## config.mk

```make
export PLATFORM = sky130hd
export DESIGN_NAME = iir_biquad_direct_form_two_unit_flat
export DESIGN_NICKNAME = d
export VERILOG_FILES = /design/src/sv/iirbq_pkg.sv /design/src/sv/iirbq_if.sv /design/src/sv/iirbq_cfg_regs.sv /design/src/sv/iirbq_mac.sv /design/src/sv/iir_biquad_direct_form_two_unit.sv /design/src/flat_wrapper.sv
export SDC_FILE = /design/constraint.sdc
export NUM_CORES = 1
export LEC_CHECK = 0
export BUFFER_PORTS_ARGS = -buffer_cell sky130_fd_sc_hd__buf_2
export CORE_ASPECT_RATIO = 2
export CORE_MARGIN = 3
export CORE_UTILIZATION = 60
export DETAILED_ROUTE_END_ITERATION = 12
export HOLD_SLACK_MARGIN = 0.08
export PLACE_DENSITY = 0.78
export SLEW_MARGIN = 20
export SYNTH_ARGS = -nofsm -noshare
export SYNTH_HDL_FRONTEND = slang
export SYNTH_HIERARCHICAL = 1
export SYNTH_SLANG_ARGS = --single-unit
```

## constraint.sdc

```tcl
create_clock -name clk -period 18.95 [get_ports clk]
set_input_delay 3.79 -clock clk [delete_from_list [all_inputs] [get_ports clk]]
set_output_delay 3.79 -clock clk [all_outputs]
set_load 0.01 [all_outputs]
```

## src/sv/iirbq_pkg.sv

```systemverilog
// ----------------------------------------------------------------------------
// iirbq_pkg
// Shared widths, register indexes, reset values, types and helpers for the
// direct form II biquad.
// ----------------------------------------------------------------------------
`default_nettype none

package iirbq_pkg;

  // Data widths
  localparam int SAMPLE_BITS = 8;
  localparam int STATE_BITS  = 16;
  localparam int COEF_BITS   = 9;
  localparam int FRAC_BITS   = 7;
  localparam int PROD_BITS   = COEF_BITS + STATE_BITS;
  localparam int TERM_BITS   = PROD_BITS - FRAC_BITS;
  // x plus two shifted terms, or three shifted terms, fit with two bits of headroom
  localparam int ACC_BITS    = TERM_BITS + 2;

  // Configuration port
  localparam int NUM_REGS   = 5;
  localparam int ADDR_BITS  = 5;
  localparam int DATA_BITS  = 32;
  localparam int INDEX_BITS = 3;

  // Register indexes
  localparam logic [INDEX_BITS-1:0] REG_B0 = 3'd0;
  localparam logic [INDEX_BITS-1:0] REG_B1 = 3'd1;
  localparam logic [INDEX_BITS-1:0] REG_B2 = 3'd2;
  localparam logic [INDEX_BITS-1:0] REG_A1 = 3'd3;
  localparam logic [INDEX_BITS-1:0] REG_A2 = 3'd4;

  // Coefficient reset values (Q2.7)
  localparam logic signed [COEF_BITS-1:0] RST_B0 = 9'sd8;
  localparam logic signed [COEF_BITS-1:0] RST_B1 = 9'sd17;
  localparam logic signed [COEF_BITS-1:0] RST_B2 = 9'sd8;
  localparam logic signed [COEF_BITS-1:0] RST_A1 = -9'sd147;
  localparam logic signed [COEF_BITS-1:0] RST_A2 = 9'sd52;

  // Accumulator operations of the MAC unit
  localparam logic [2:0] ACC_HOLD   = 3'd0;
  localparam logic [2:0] ACC_LOAD_X = 3'd1;
  localparam logic [2:0] ACC_LOAD_P = 3'd2;
  localparam logic [2:0] ACC_ADD_P  = 3'd3;
  localparam logic [2:0] ACC_SUB_P  = 3'd4;

  typedef logic signed [COEF_BITS-1:0]  coef_t;
  typedef logic signed [STATE_BITS-1:0] state_t;
  typedef logic signed [ACC_BITS-1:0]   acc_t;

  typedef struct packed {
    coef_t b0;
    coef_t b1;
    coef_t b2;
    coef_t a1;
    coef_t a2;
  } coef_set_t;

  typedef struct packed {
    logic       prod_en;
    logic [2:0] acc_op;
  } mac_ctrl_t;

  // Clamp an accumulator value to the signed state range
  function automatic state_t sat_state(input acc_t v);
    logic all_one;
    logic any_one;
    all_one = &v[ACC_BITS-1:STATE_BITS-1];
    any_one = |v[ACC_BITS-1:STATE_BITS-1];
    if (all_one || !any_one) begin
      sat_state = v[STATE_BITS-1:0];
    end else if (v[ACC_BITS-1]) begin
      sat_state = {1'b1, {(STATE_BITS-1){1'b0}}};
    end else begin
      sat_state = {1'b0, {(STATE_BITS-1){1'b1}}};
    end
  endfunction

endpackage

`default_nettype wire

```

## src/sv/iirbq_if.sv

```systemverilog
// ----------------------------------------------------------------------------
// iirbq_in_if / iirbq_out_if
// Valid/ready request channels for input samples and filtered samples.
// ----------------------------------------------------------------------------
`default_nettype none

interface iirbq_in_if;
  logic                                  valid;
  logic                                  ready;
  logic signed [iirbq_pkg::SAMPLE_BITS-1:0] sample_in;

  modport source (output valid, output sample_in, input ready);
  modport sink   (input valid, input sample_in, output ready);
endinterface

interface iirbq_out_if;
  logic                                 valid;
  logic                                 ready;
  logic signed [iirbq_pkg::STATE_BITS-1:0] sample_out;

  modport source (output valid, output sample_out, input ready);
  modport sink   (input valid, input sample_out, output ready);
endinterface

`default_nettype wire

```

## src/sv/iirbq_cfg_regs.sv

```systemverilog
// ----------------------------------------------------------------------------
// iirbq_cfg_regs
// APB-style coefficient register file; five Q2.7 coefficients.
// ----------------------------------------------------------------------------
`default_nettype none

module iirbq_cfg_regs (
  input  wire logic                               clk,
  input  wire logic                               rst,
  input  wire logic                               psel,
  input  wire logic                               penable,
  input  wire logic                               pwrite,
  input  wire logic [iirbq_pkg::ADDR_BITS-1:0]    paddr,
  input  wire logic [iirbq_pkg::DATA_BITS-1:0]    pwdata,
  output logic      [iirbq_pkg::DATA_BITS-1:0]    prdata,
  output logic                                    pready,
  output iirbq_pkg::coef_set_t                    coefs
);

  logic [iirbq_pkg::INDEX_BITS-1:0] index;
  logic                             wr_en;
  iirbq_pkg::coef_t                 wr_val;
  iirbq_pkg::coef_t                 rd_val;

  assign index  = paddr[iirbq_pkg::ADDR_BITS-1:2];
  assign wr_en  = psel && penable && pwrite;
  assign wr_val = pwdata[iirbq_pkg::COEF_BITS-1:0];
  assign pready = 1'b1;

  // Register writes; indexes past the list are dropped
  always_ff @(posedge clk) begin
    if (rst) begin
      coefs.b0 <= iirbq_pkg::RST_B0;
      coefs.b1 <= iirbq_pkg::RST_B1;
      coefs.b2 <= iirbq_pkg::RST_B2;
      coefs.a1 <= iirbq_pkg::RST_A1;
      coefs.a2 <= iirbq_pkg::RST_A2;
    end else if (wr_en) begin
      unique case (index)
        iirbq_pkg::REG_B0: coefs.b0 <= wr_val;
        iirbq_pkg::REG_B1: coefs.b1 <= wr_val;
        iirbq_pkg::REG_B2: coefs.b2 <= wr_val;
        iirbq_pkg::REG_A1: coefs.a1 <= wr_val;
        iirbq_pkg::REG_A2: coefs.a2 <= wr_val;
        default: ;
      endcase
    end
  end

  // Read mux, sign-extended to the bus width
  always_comb begin
    unique case (index)
      iirbq_pkg::REG_B0: rd_val = coefs.b0;
      iirbq_pkg::REG_B1: rd_val = coefs.b1;
      iirbq_pkg::REG_B2: rd_val = coefs.b2;
      iirbq_pkg::REG_A1: rd_val = coefs.a1;
      iirbq_pkg::REG_A2: rd_val = coefs.a2;
      default:           rd_val = '0;
    endcase
  end

  assign prdata = {{(iirbq_pkg::DATA_BITS-iirbq_pkg::COEF_BITS){rd_val[iirbq_pkg::COEF_BITS-1]}},
                   rd_val};

endmodule

`default_nettype wire

```

## src/sv/iirbq_mac.sv

```systemverilog
// ----------------------------------------------------------------------------
// iirbq_mac
// Shared multiplier with a product register, floor shift by the fraction
// width and a single accumulator.
// ----------------------------------------------------------------------------
`default_nettype none

module iirbq_mac (
  input  wire logic                                   clk,
  input  wire iirbq_pkg::mac_ctrl_t                   ctrl,
  input  wire iirbq_pkg::coef_t                       coef,
  input  wire iirbq_pkg::state_t                      operand,
  input  wire logic signed [iirbq_pkg::SAMPLE_BITS-1:0] x,
  output iirbq_pkg::acc_t                             acc
);

  logic signed [iirbq_pkg::PROD_BITS-1:0] prod;
  iirbq_pkg::acc_t                        term;
  iirbq_pkg::acc_t                        x_ext;

  // Product register
  always_ff @(posedge clk) begin
    if (ctrl.prod_en) begin
      prod <= coef * operand;
    end
  end

  // Arithmetic shift right: dropping the low bits is floor rounding
  assign term = {{(iirbq_pkg::ACC_BITS-iirbq_pkg::TERM_BITS){prod[iirbq_pkg::PROD_BITS-1]}},
                 prod[iirbq_pkg::PROD_BITS-1:iirbq_pkg::FRAC_BITS]};
  assign x_ext = {{(iirbq_pkg::ACC_BITS-iirbq_pkg::SAMPLE_BITS){x[iirbq_pkg::SAMPLE_BITS-1]}}, x};

  // Accumulator
  always_ff @(posedge clk) begin
    unique case (ctrl.acc_op)
      iirbq_pkg::ACC_LOAD_X: acc <= x_ext;
      iirbq_pkg::ACC_LOAD_P: acc <= term;
      iirbq_pkg::ACC_ADD_P:  acc <= acc + term;
      iirbq_pkg::ACC_SUB_P:  acc <= acc - term;
      default:               acc <= acc;
    endcase
  end

endmodule

`default_nettype wire

```

## src/sv/iir_biquad_direct_form_two_unit.sv

```systemverilog
// ----------------------------------------------------------------------------
// iir_biquad_direct_form_two_unit
// Second-order direct form II IIR filter with one shared multiplier.
// ----------------------------------------------------------------------------
// One 8-bit signed sample in, one 16-bit saturated sample out per request.
// After a sample is accepted, six steps on the single shared multiplier and
// accumulator compute w = x - a1*w1 - a2*w2 and y = b0*w + b1*w1 + b2*w2
// (each product floor-shifted by 7); a finishing state saturates y into the
// output register and shifts the delay line. A new sample is taken only when
// the last is finished, as the five products share one multiplier. The
// result waits in the output register while the next sample is accepted;
// the finishing state stalls only when that register is still occupied. The
// user writes coefficients over the APB port only while the filter is idle;
// the block does not enforce it. b0, b1, b2, a1, a2: bytes 0, 4, 8, 12, 16.
`default_nettype none

module iir_biquad_direct_form_two_unit (
  input  wire logic                            clk,
  input  wire logic                            rst,
  input  wire logic                            psel,
  input  wire logic                            penable,
  input  wire logic                            pwrite,
  input  wire logic [iirbq_pkg::ADDR_BITS-1:0] paddr,
  input  wire logic [iirbq_pkg::DATA_BITS-1:0] pwdata,
  output logic      [iirbq_pkg::DATA_BITS-1:0] prdata,
  output logic                                 pready,
  iirbq_in_if.sink                             in_ch,
  iirbq_out_if.source                          out_ch
);

  // Sequencer states
  localparam logic [1:0] ST_IDLE = 2'd0;
  localparam logic [1:0] ST_RUN  = 2'd1;
  localparam logic [1:0] ST_DONE = 2'd2;

  // Multiplier operand selects
  localparam logic [2:0] SEL_A1W1 = 3'd0;
  localparam logic [2:0] SEL_A2W2 = 3'd1;
  localparam logic [2:0] SEL_B1W1 = 3'd2;
  localparam logic [2:0] SEL_B2W2 = 3'd3;
  localparam logic [2:0] SEL_B0W  = 3'd4;

  localparam logic [2:0] LAST_STEP = 3'd5;

  logic [1:0]                state;
  logic [2:0]                step;
  logic signed [iirbq_pkg::SAMPLE_BITS-1:0] x;
  iirbq_pkg::state_t         w1;
  iirbq_pkg::state_t         w2;
  iirbq_pkg::state_t         w;
  iirbq_pkg::acc_t           acc;
  iirbq_pkg::coef_set_t      coefs;
  iirbq_pkg::mac_ctrl_t      mac_ctrl;
  iirbq_pkg::coef_t          mul_coef;
  iirbq_pkg::state_t         mul_operand;
  logic [2:0]                mul_sel;
  logic                      out_valid;
  logic                      in_take;
  logic                      out_load;

  iirbq_cfg_regs u_regs (
    .clk     (clk),
    .rst     (rst),
    .psel    (psel),
    .penable (penable),
    .pwrite  (pwrite),
    .paddr   (paddr),
    .pwdata  (pwdata),
    .prdata  (prdata),
    .pready  (pready),
    .coefs   (coefs)
  );

  iirbq_mac u_mac (
    .clk     (clk),
    .ctrl    (mac_ctrl),
    .coef    (mul_coef),
    .operand (mul_operand),
    .x       (x),
    .acc     (acc)
  );

  // Handshakes
  assign in_ch.ready  = (state == ST_IDLE);
  assign in_take      = in_ch.valid && (state == ST_IDLE);
  assign out_load     = (state == ST_DONE) && (!out_valid || out_ch.ready);
  assign out_ch.valid = out_valid;

  // Step decode: multiplier feed and accumulator operation
  always_comb begin
    mul_sel         = SEL_A1W1;
    mac_ctrl.acc_op = iirbq_pkg::ACC_HOLD;
    mac_ctrl.prod_en = (state == ST_RUN);
    if (state == ST_RUN) begin
      unique case (step)
        3'd0: begin
          mul_sel         = SEL_A1W1;
          mac_ctrl.acc_op = iirbq_pkg::ACC_LOAD_X;
        end
        3'd1: begin
          mul_sel         = SEL_A2W2;
          mac_ctrl.acc_op = iirbq_pkg::ACC_SUB_P;
        end
        3'd2: begin
          mul_sel         = SEL_B1W1;
          mac_ctrl.acc_op = iirbq_pkg::ACC_SUB_P;
        end
        3'd3: begin
          mul_sel         = SEL_B2W2;
          mac_ctrl.acc_op = iirbq_pkg::ACC_LOAD_P;
        end
        3'd4: begin
          mul_sel         = SEL_B0W;
          mac_ctrl.acc_op = iirbq_pkg::ACC_ADD_P;
        end
        3'd5: begin
          mul_sel         = SEL_B0W;
          mac_ctrl.acc_op = iirbq_pkg::ACC_ADD_P;
        end
        default: ;
      endcase
    end
  end

  // Operand mux
  always_comb begin
    case (mul_sel)
      SEL_A1W1: begin
        mul_coef    = coefs.a1;
        mul_operand = w1;
      end
      SEL_A2W2: begin
        mul_coef    = coefs.a2;
        mul_operand = w2;
      end
      SEL_B1W1: begin
        mul_coef    = coefs.b1;
        mul_operand = w1;
      end
      SEL_B2W2: begin
        mul_coef    = coefs.b2;
        mul_operand = w2;
      end
      default: begin
        mul_coef    = coefs.b0;
        mul_operand = w;
      end
    endcase
  end

  // Sequencer
  always_ff @(posedge clk) begin
    if (rst) begin
      state <= ST_IDLE;
      step  <= '0;
    end else begin
      unique case (state)
        ST_IDLE: begin
          if (in_take) begin
            state <= ST_RUN;
            step  <= '0;
          end
        end
        ST_RUN: begin
          if (step == LAST_STEP) begin
            state <= ST_DONE;
          end
          step <= step + 3'd1;
        end
        ST_DONE: begin
          if (out_load) begin
            state <= ST_IDLE;
          end
        end
        default: state <= ST_IDLE;
      endcase
    end
  end

  // Sample capture and intermediate w (accumulator holds w after step 2)
  always_ff @(posedge clk) begin
    if (in_take) begin
      x <= in_ch.sample_in;
    end
    if (state == ST_RUN && step == 3'd3) begin
      w <= iirbq_pkg::sat_state(acc);
    end
  end

  // Delay line shifts when the result is committed
  always_ff @(posedge clk) begin
    if (rst) begin
      w1 <= '0;
      w2 <= '0;
    end else if (out_load) begin
      w2 <= w1;
      w1 <= w;
    end
  end

  // Output register
  always_ff @(posedge clk) begin
    if (rst) begin
      out_valid <= 1'b0;
    end else if (out_load) begin
      out_valid <= 1'b1;
    end else if (out_ch.ready) begin
      out_valid <= 1'b0;
    end
  end

  always_ff @(posedge clk) begin
    if (out_load) begin
      out_ch.sample_out <= iirbq_pkg::sat_state(acc);
    end
  end

endmodule

`default_nettype wire
```

## src/flat_wrapper.sv

```systemverilog
// flat-port wrapper written by rule: the top's interface ports become plain ports
module iir_biquad_direct_form_two_unit_flat 
  (clk, rst, psel, penable, pwrite, paddr, pwdata, prdata, pready, in_ch_valid, in_ch_sample_in, in_ch_ready, out_ch_valid, out_ch_sample_out, out_ch_ready);
  iirbq_in_if in_ch_i ();
  iirbq_out_if out_ch_i ();
  input  wire logic clk;
  input  wire logic rst;
  input  wire logic psel;
  input  wire logic penable;
  input  wire logic pwrite;
  input  wire logic [iirbq_pkg::ADDR_BITS-1:0] paddr;
  input  wire logic [iirbq_pkg::DATA_BITS-1:0] pwdata;
  output logic      [iirbq_pkg::DATA_BITS-1:0] prdata;
  output logic pready;
  input wire logic [$bits(in_ch_i.valid)-1:0] in_ch_valid;
  input wire logic [$bits(in_ch_i.sample_in)-1:0] in_ch_sample_in;
  output wire logic [$bits(in_ch_i.ready)-1:0] in_ch_ready;
  output wire logic [$bits(out_ch_i.valid)-1:0] out_ch_valid;
  output wire logic [$bits(out_ch_i.sample_out)-1:0] out_ch_sample_out;
  input wire logic [$bits(out_ch_i.ready)-1:0] out_ch_ready;
  assign in_ch_i.valid = in_ch_valid;
  assign in_ch_i.sample_in = in_ch_sample_in;
  assign in_ch_ready = in_ch_i.ready;
  assign out_ch_valid = out_ch_i.valid;
  assign out_ch_sample_out = out_ch_i.sample_out;
  assign out_ch_i.ready = out_ch_ready;
  iir_biquad_direct_form_two_unit u_core (.clk(clk), .rst(rst), .psel(psel), .penable(penable), .pwrite(pwrite), .paddr(paddr), .pwdata(pwdata), .prdata(prdata), .pready(pready), .in_ch(in_ch_i), .out_ch(out_ch_i));
endmodule
```

Word-level counts from Yosys, hierarchy flattened --
Cells that the tools add are included.
Word-level totals: flip-flop bits (word level) 168, bits in latches 0, RAM bits 0, memory bits (read-only) 0, input port bits 52, output and inout bits 51, logic and storage cells 87, memories 0
Operators by class: add/subtract/negate cells 3, $mul 1, divide/modulo/power cells 0, $lt $le $gt $ge 0, equality and inequality tests 21, shifts and indexed selects 0, mux-type cells 18, bitwise gates (word level) 0, reduce and logical (&&, ||, !) cells 29
Operators with widths (count):
- 20-bit one-hot mux with 4 select lines | 1
- 9-bit one-hot mux with 5 select lines | 1
- 9-bit one-hot mux with 4 select lines | 1
- 16-bit 2-to-1 mux | 2
- 16-bit one-hot mux with 2 select lines | 1
- 9-bit by 16-bit multiplier with 25-bit output | 1
- 3-bit by 2-bit equality test with 1-bit output, second input constant | 8
- 3-bit one-hot mux with 4 select lines | 2
- 20-bit by 18-bit adder with 20-bit output | 1
- 20-bit by 18-bit subtractor with 20-bit output | 1
- 3-bit by 1-bit equality test with 1-bit output, second input constant | 4
- 3-bit equality test, second input constant | 4
- 2-bit AND reduction | 6
- 3-bit zero test | 3
- 3-bit 2-to-1 mux | 3
- 2-bit OR reduction | 4
- 2-bit 2-to-1 mux | 3
- 2-bit one-hot mux with 3 select lines | 1
- 3-bit one-hot mux with 2 select lines | 1
- 1-bit logical AND | 5
- 5-bit AND reduction | 1
- 5-bit OR reduction | 1
- 2-bit by 1-bit != test with 1-bit output, second input constant | 2
- 2-bit nonzero test | 2
- other kinds (10) | 13

Longest topological paths before layout --
depth in word-level cells 8, depth in mapped cells 28, gate-level depth less buffers 25

Cells and area by module --
Netlist, hierarchy kept.
By module, submodules not included:
- iirbq_mac | instances 1, cells an instance 768, area an instance 7297.0 um^2
- iir_biquad_direct_form_two_unit | instances 1, cells an instance 360, area an instance 3548.4 um^2
- iirbq_cfg_regs | instances 1, cells an instance 247, area an instance 2357.3 um^2

Worst setup path after synthesis --
Ideal clock, no wire load.
kind in2out, from input port paddr[2] in the netlist's numbering, to output port prdata[10] in the netlist's numbering, arrival time 5.690 ns, data required time 15.160 ns, path slack 9.470 ns, stages 6, cell sequence buf_4 -> nor2b_1 -> buf_1 -> a22oi_1 -> o22ai_1 -> buf_4
On the way: word-level cells in the longest chain between the ends 2
RTL lines:
- start, declared | RTL line flat_wrapper.sv:11 | input wire logic [iirbq_pkg::ADDR_BITS-1:0] paddr;
- 3-bit equality test, or another cell as far along | RTL line iirbq_cfg_regs.sv:52 | unique case (index)
- 9-bit one-hot mux with 5 select lines * | RTL line iirbq_cfg_regs.sv:52
- end, declared | RTL line flat_wrapper.sv:13 | output logic [iirbq_pkg::DATA_BITS-1:0] prdata;
Every way passes the cells marked *; elsewhere a longest branch is shown, timed or not.

Final worst setup path --
from input port paddr[2] in the netlist's numbering, to output port prdata[27] in the netlist's numbering
The elaborated chain is that of the path after synthesis.

==> results.ini <==
[status]
status=complete, no violations

[synthesis]
synth_top_family_by_area=adder cells
ys_top_cells_by_count=162 x nand2_1, 119 x fa_1, 112 x inv_1
post-synth-top-area-cell=fa_1
synth_top_area_share_pct=18.04
syn_inst=1375
synth.area.top_cells=fa_1 18%, edfxtp_1 18%, dfxtp_1 13%, ha_1 6.8%, mux2i_1 4.7%
synth.mux.area_fraction_pct=5.639
synth-compound-area-share_pct=12.24
syn_avg_cell_area_um2=9.602
synth-async-reset-ratio_pct=0
ys.flop_type=dfxtp_1
synth_edf_count=78
syn_area_um2=13200
synth-simple-area-share_pct=16.37
synth_fa_ha_area_share_pct=24.87
ys_seq_elements=161
synth_warnings=6
synth.distinct_cells=70
synth_most_common_cell=nand2_1
synth_xor_area_share_pct=3.781
ys_seq_area_share_pct=30.33
syn-num-nets=1618

[clock_network]
cts_buffer_depth=2
cts.clk_slew.worst_paths_ps=60
cts-root-buf=clkbuf_16
clock_sinks=161
htree_levels=4
cts_tree=yes
cts_buffers=17
ctsResizeCount=0
clk_latency_ps=430
postCtsSetupBuffers=0
ctsHoldBuffers=0

[power_and_ir_drop]
p_per_area_nw_per_um2=65.06
irDropWorstVdd_mv=0.09527
p_leak_uw=0.006355

[sta]
holdWs_ps=454.8
setup-tns-final_ps=0
setup_viol=0
slew_headroom_pct=31.89
tightest_slew_ps=1017
min_period_over_period_pct=50.97
rsz0062_at_grt=no
hold_viol=0
period_minus_slack_ps=9659
max_freq_mhz=103.5
slew_viol_final=0
fin_skew_ps=9.818

[routing]
drc=0
detail-route-antenna-nets=0
post_drt_wl_per_cell_um=19.64
route.vias.total=10339
routed_wl_um=33230
via_per_inst=6.111
drt_first_pass_iters=5
drt_iter0_drc=761

[floorplan]
die_h_um=215.8
fp-row-count=76
die-area_um2=23930
start_util_pct=61.16
core_um2=21590
ios=103
die_x_um=110.9

[placed_design]
io_buffers=76
hpwl_um=25050
place_congestion=0.8910

[final_layout]
insertedDiodeCount=0
area_delta_synth_final_pct=7.809
drive_gt1_share_pct=11.70
final_nets=1649

[setup_path]
path_cells=buf_2, nor2b_1, a22oi_1, o22ai_2, buf_2
cp-start-kind=primary input
slowest_delay_ps=670
timing.setup.critical_path_class=in -> out
cp-end-kind=primary output
timing.critical_path.mode_cell=buf_2
arrival_ps=5870
cp_slowest_cell=nor2b_1
critPathRequiredTime_ps=15160
crit_fanout=24

[run]
cap_viol_max_count=0

[grt]
grt_first_pass_wirelength_um=53100
grt_overflow=0
grt_pass1_vias=10836
antenna_found_initial=0
grt_max_degree=100
grt_usage_pct=28.06

[min_path]
hp-class=reg -> reg

final cells by class:
type | count | area, µm²
clock buffers | 21 | 440.4
flip-flops and latches | 161 | 4004
fillers | 1713 | 7352
inverters | 113 | 424.2
clock inverters | 11 | 105.1
repair buffers | 104 | 590.6
well taps | 273 | 341.6
multi-input cells | 1009 | 8328
sequential cells by signal (all words and copies together), names as in the netlist:
name	cells
u_core/w2	16
u_core/out_ch.sample_out	16
u_core/x	8
u_core/step	3
u_core/out_ch.valid	1
u_core/state	2
u_core/u_regs/coefs	45
u_core/w1	16
u_core/u_mac/acc	20
u_core/w	16
u_core/u_mac/prod	18
critical path: cells and delay by family:
| kind | cells | cell delay, ps |
|---|---|---|
| buf+inv | 2 | 620 |
| compound gates | 2 | 770 |
| simple gates | 1 | 670 |
metrics by stage:
stage / instance area, µm² / utilization, % / std cells / setup WS (ps) / power (µW)
floorplan: 13200 / - / 1375 / 9470 / 552.7
global placement: 13680 / 63.38 / 1660 / 9062 / 598.4
CTS: 14230 / 65.91 / 1692 / 8910 / 927.2
global route: 14230 / 65.94 / 1692 / 9112 / 963.6
detailed placement: 13680 / 63.38 / 1660 / 8908 / 603.2
finish: 14230 / 65.94 / 1692 / 9291 / 926.1
power breakdown:
| group | total [µW] | switching (µW) | internal [µW] |
|---|---|---|---|
| Sequential | 398 | 13.5 | 385 |
| Clock | 326 | 144 | 182 |
| Combinational | 202 | 119 | 83.1 |
| Total | 926 | 277 | 649 |
cell families (layout without fill, tap and decap cells):
kind of cell,after synthesis,count (layout)
and+or+nand+nor,436,436
AOI/OAI and AO/OA,252,252
buffers and inverters,205,249
adders and majority gates,191,191
DFF,161,161
muxes,72,72
xor gates and xnor gates,57,57
other,1,1
placed cells by master, fill, tap and decap left out, types with 4 or more instances in the layout:
cell type  netlist  routed
xor2_1          24      24
buf_2            7      76
nand2b_1        51      51
clkbuf_16        0      17
a22oi_1         29      29
mux2i_1         62      62
nand3_1         15      15
and2_1          67      67
a21oi_1         83      82
nor3_1           8       8
a31oi_1         13      13
a21o_1          23      23
fa_1           119     119
a221oi_1         9       9
xnor2_1         33      32
o21ai_1          3       6
inv_1          112     112
nand2_1        162     162
edfxtp_1        78      78
o21ai_0         44      41
and3_1           6       6
buf_4           26      28
clkbuf_1        52       4
o31ai_1          5       5
dfxtp_1         83      83
o21a_1           6       6
ha_1            72      72
mux2_2           9       9
nor2b_1         13      13
o22ai_1          9       8
nand4_1          5       5
nor2_1          83      82
metal layers:
layer / track usage, % / part of all wire, % / vias up
li1: - / - / 4671
met1: 26.65 / 32 / 5037
met2: 53.65 / 55 / 463
met3: 4.097 / 5.0 / 168
met4: 19.93 / 7.8 / 0
met5: 0 / 0 / -
path summary, 6_finish.rpt:
path              slack [ps]                         from                         endpoint  depth (start not counted)
hold reg to reg          450   u_core/w2[11]$_SDFFE_PP0P_       u_core/w2[11]$_SDFFE_PP0P_                          2
setup / recovery        9290                     paddr[2]                       prdata[27]                          5
hold / removal           450   u_core/w2[11]$_SDFFE_PP0P_       u_core/w2[11]$_SDFFE_PP0P_                          2
setup reg to reg       10950  u_core/step[0]$_SDFFE_PP0P_  u_core/u_mac/prod[24]$_DFFE_PP_                         22
(Power assumes the default switching activity.)
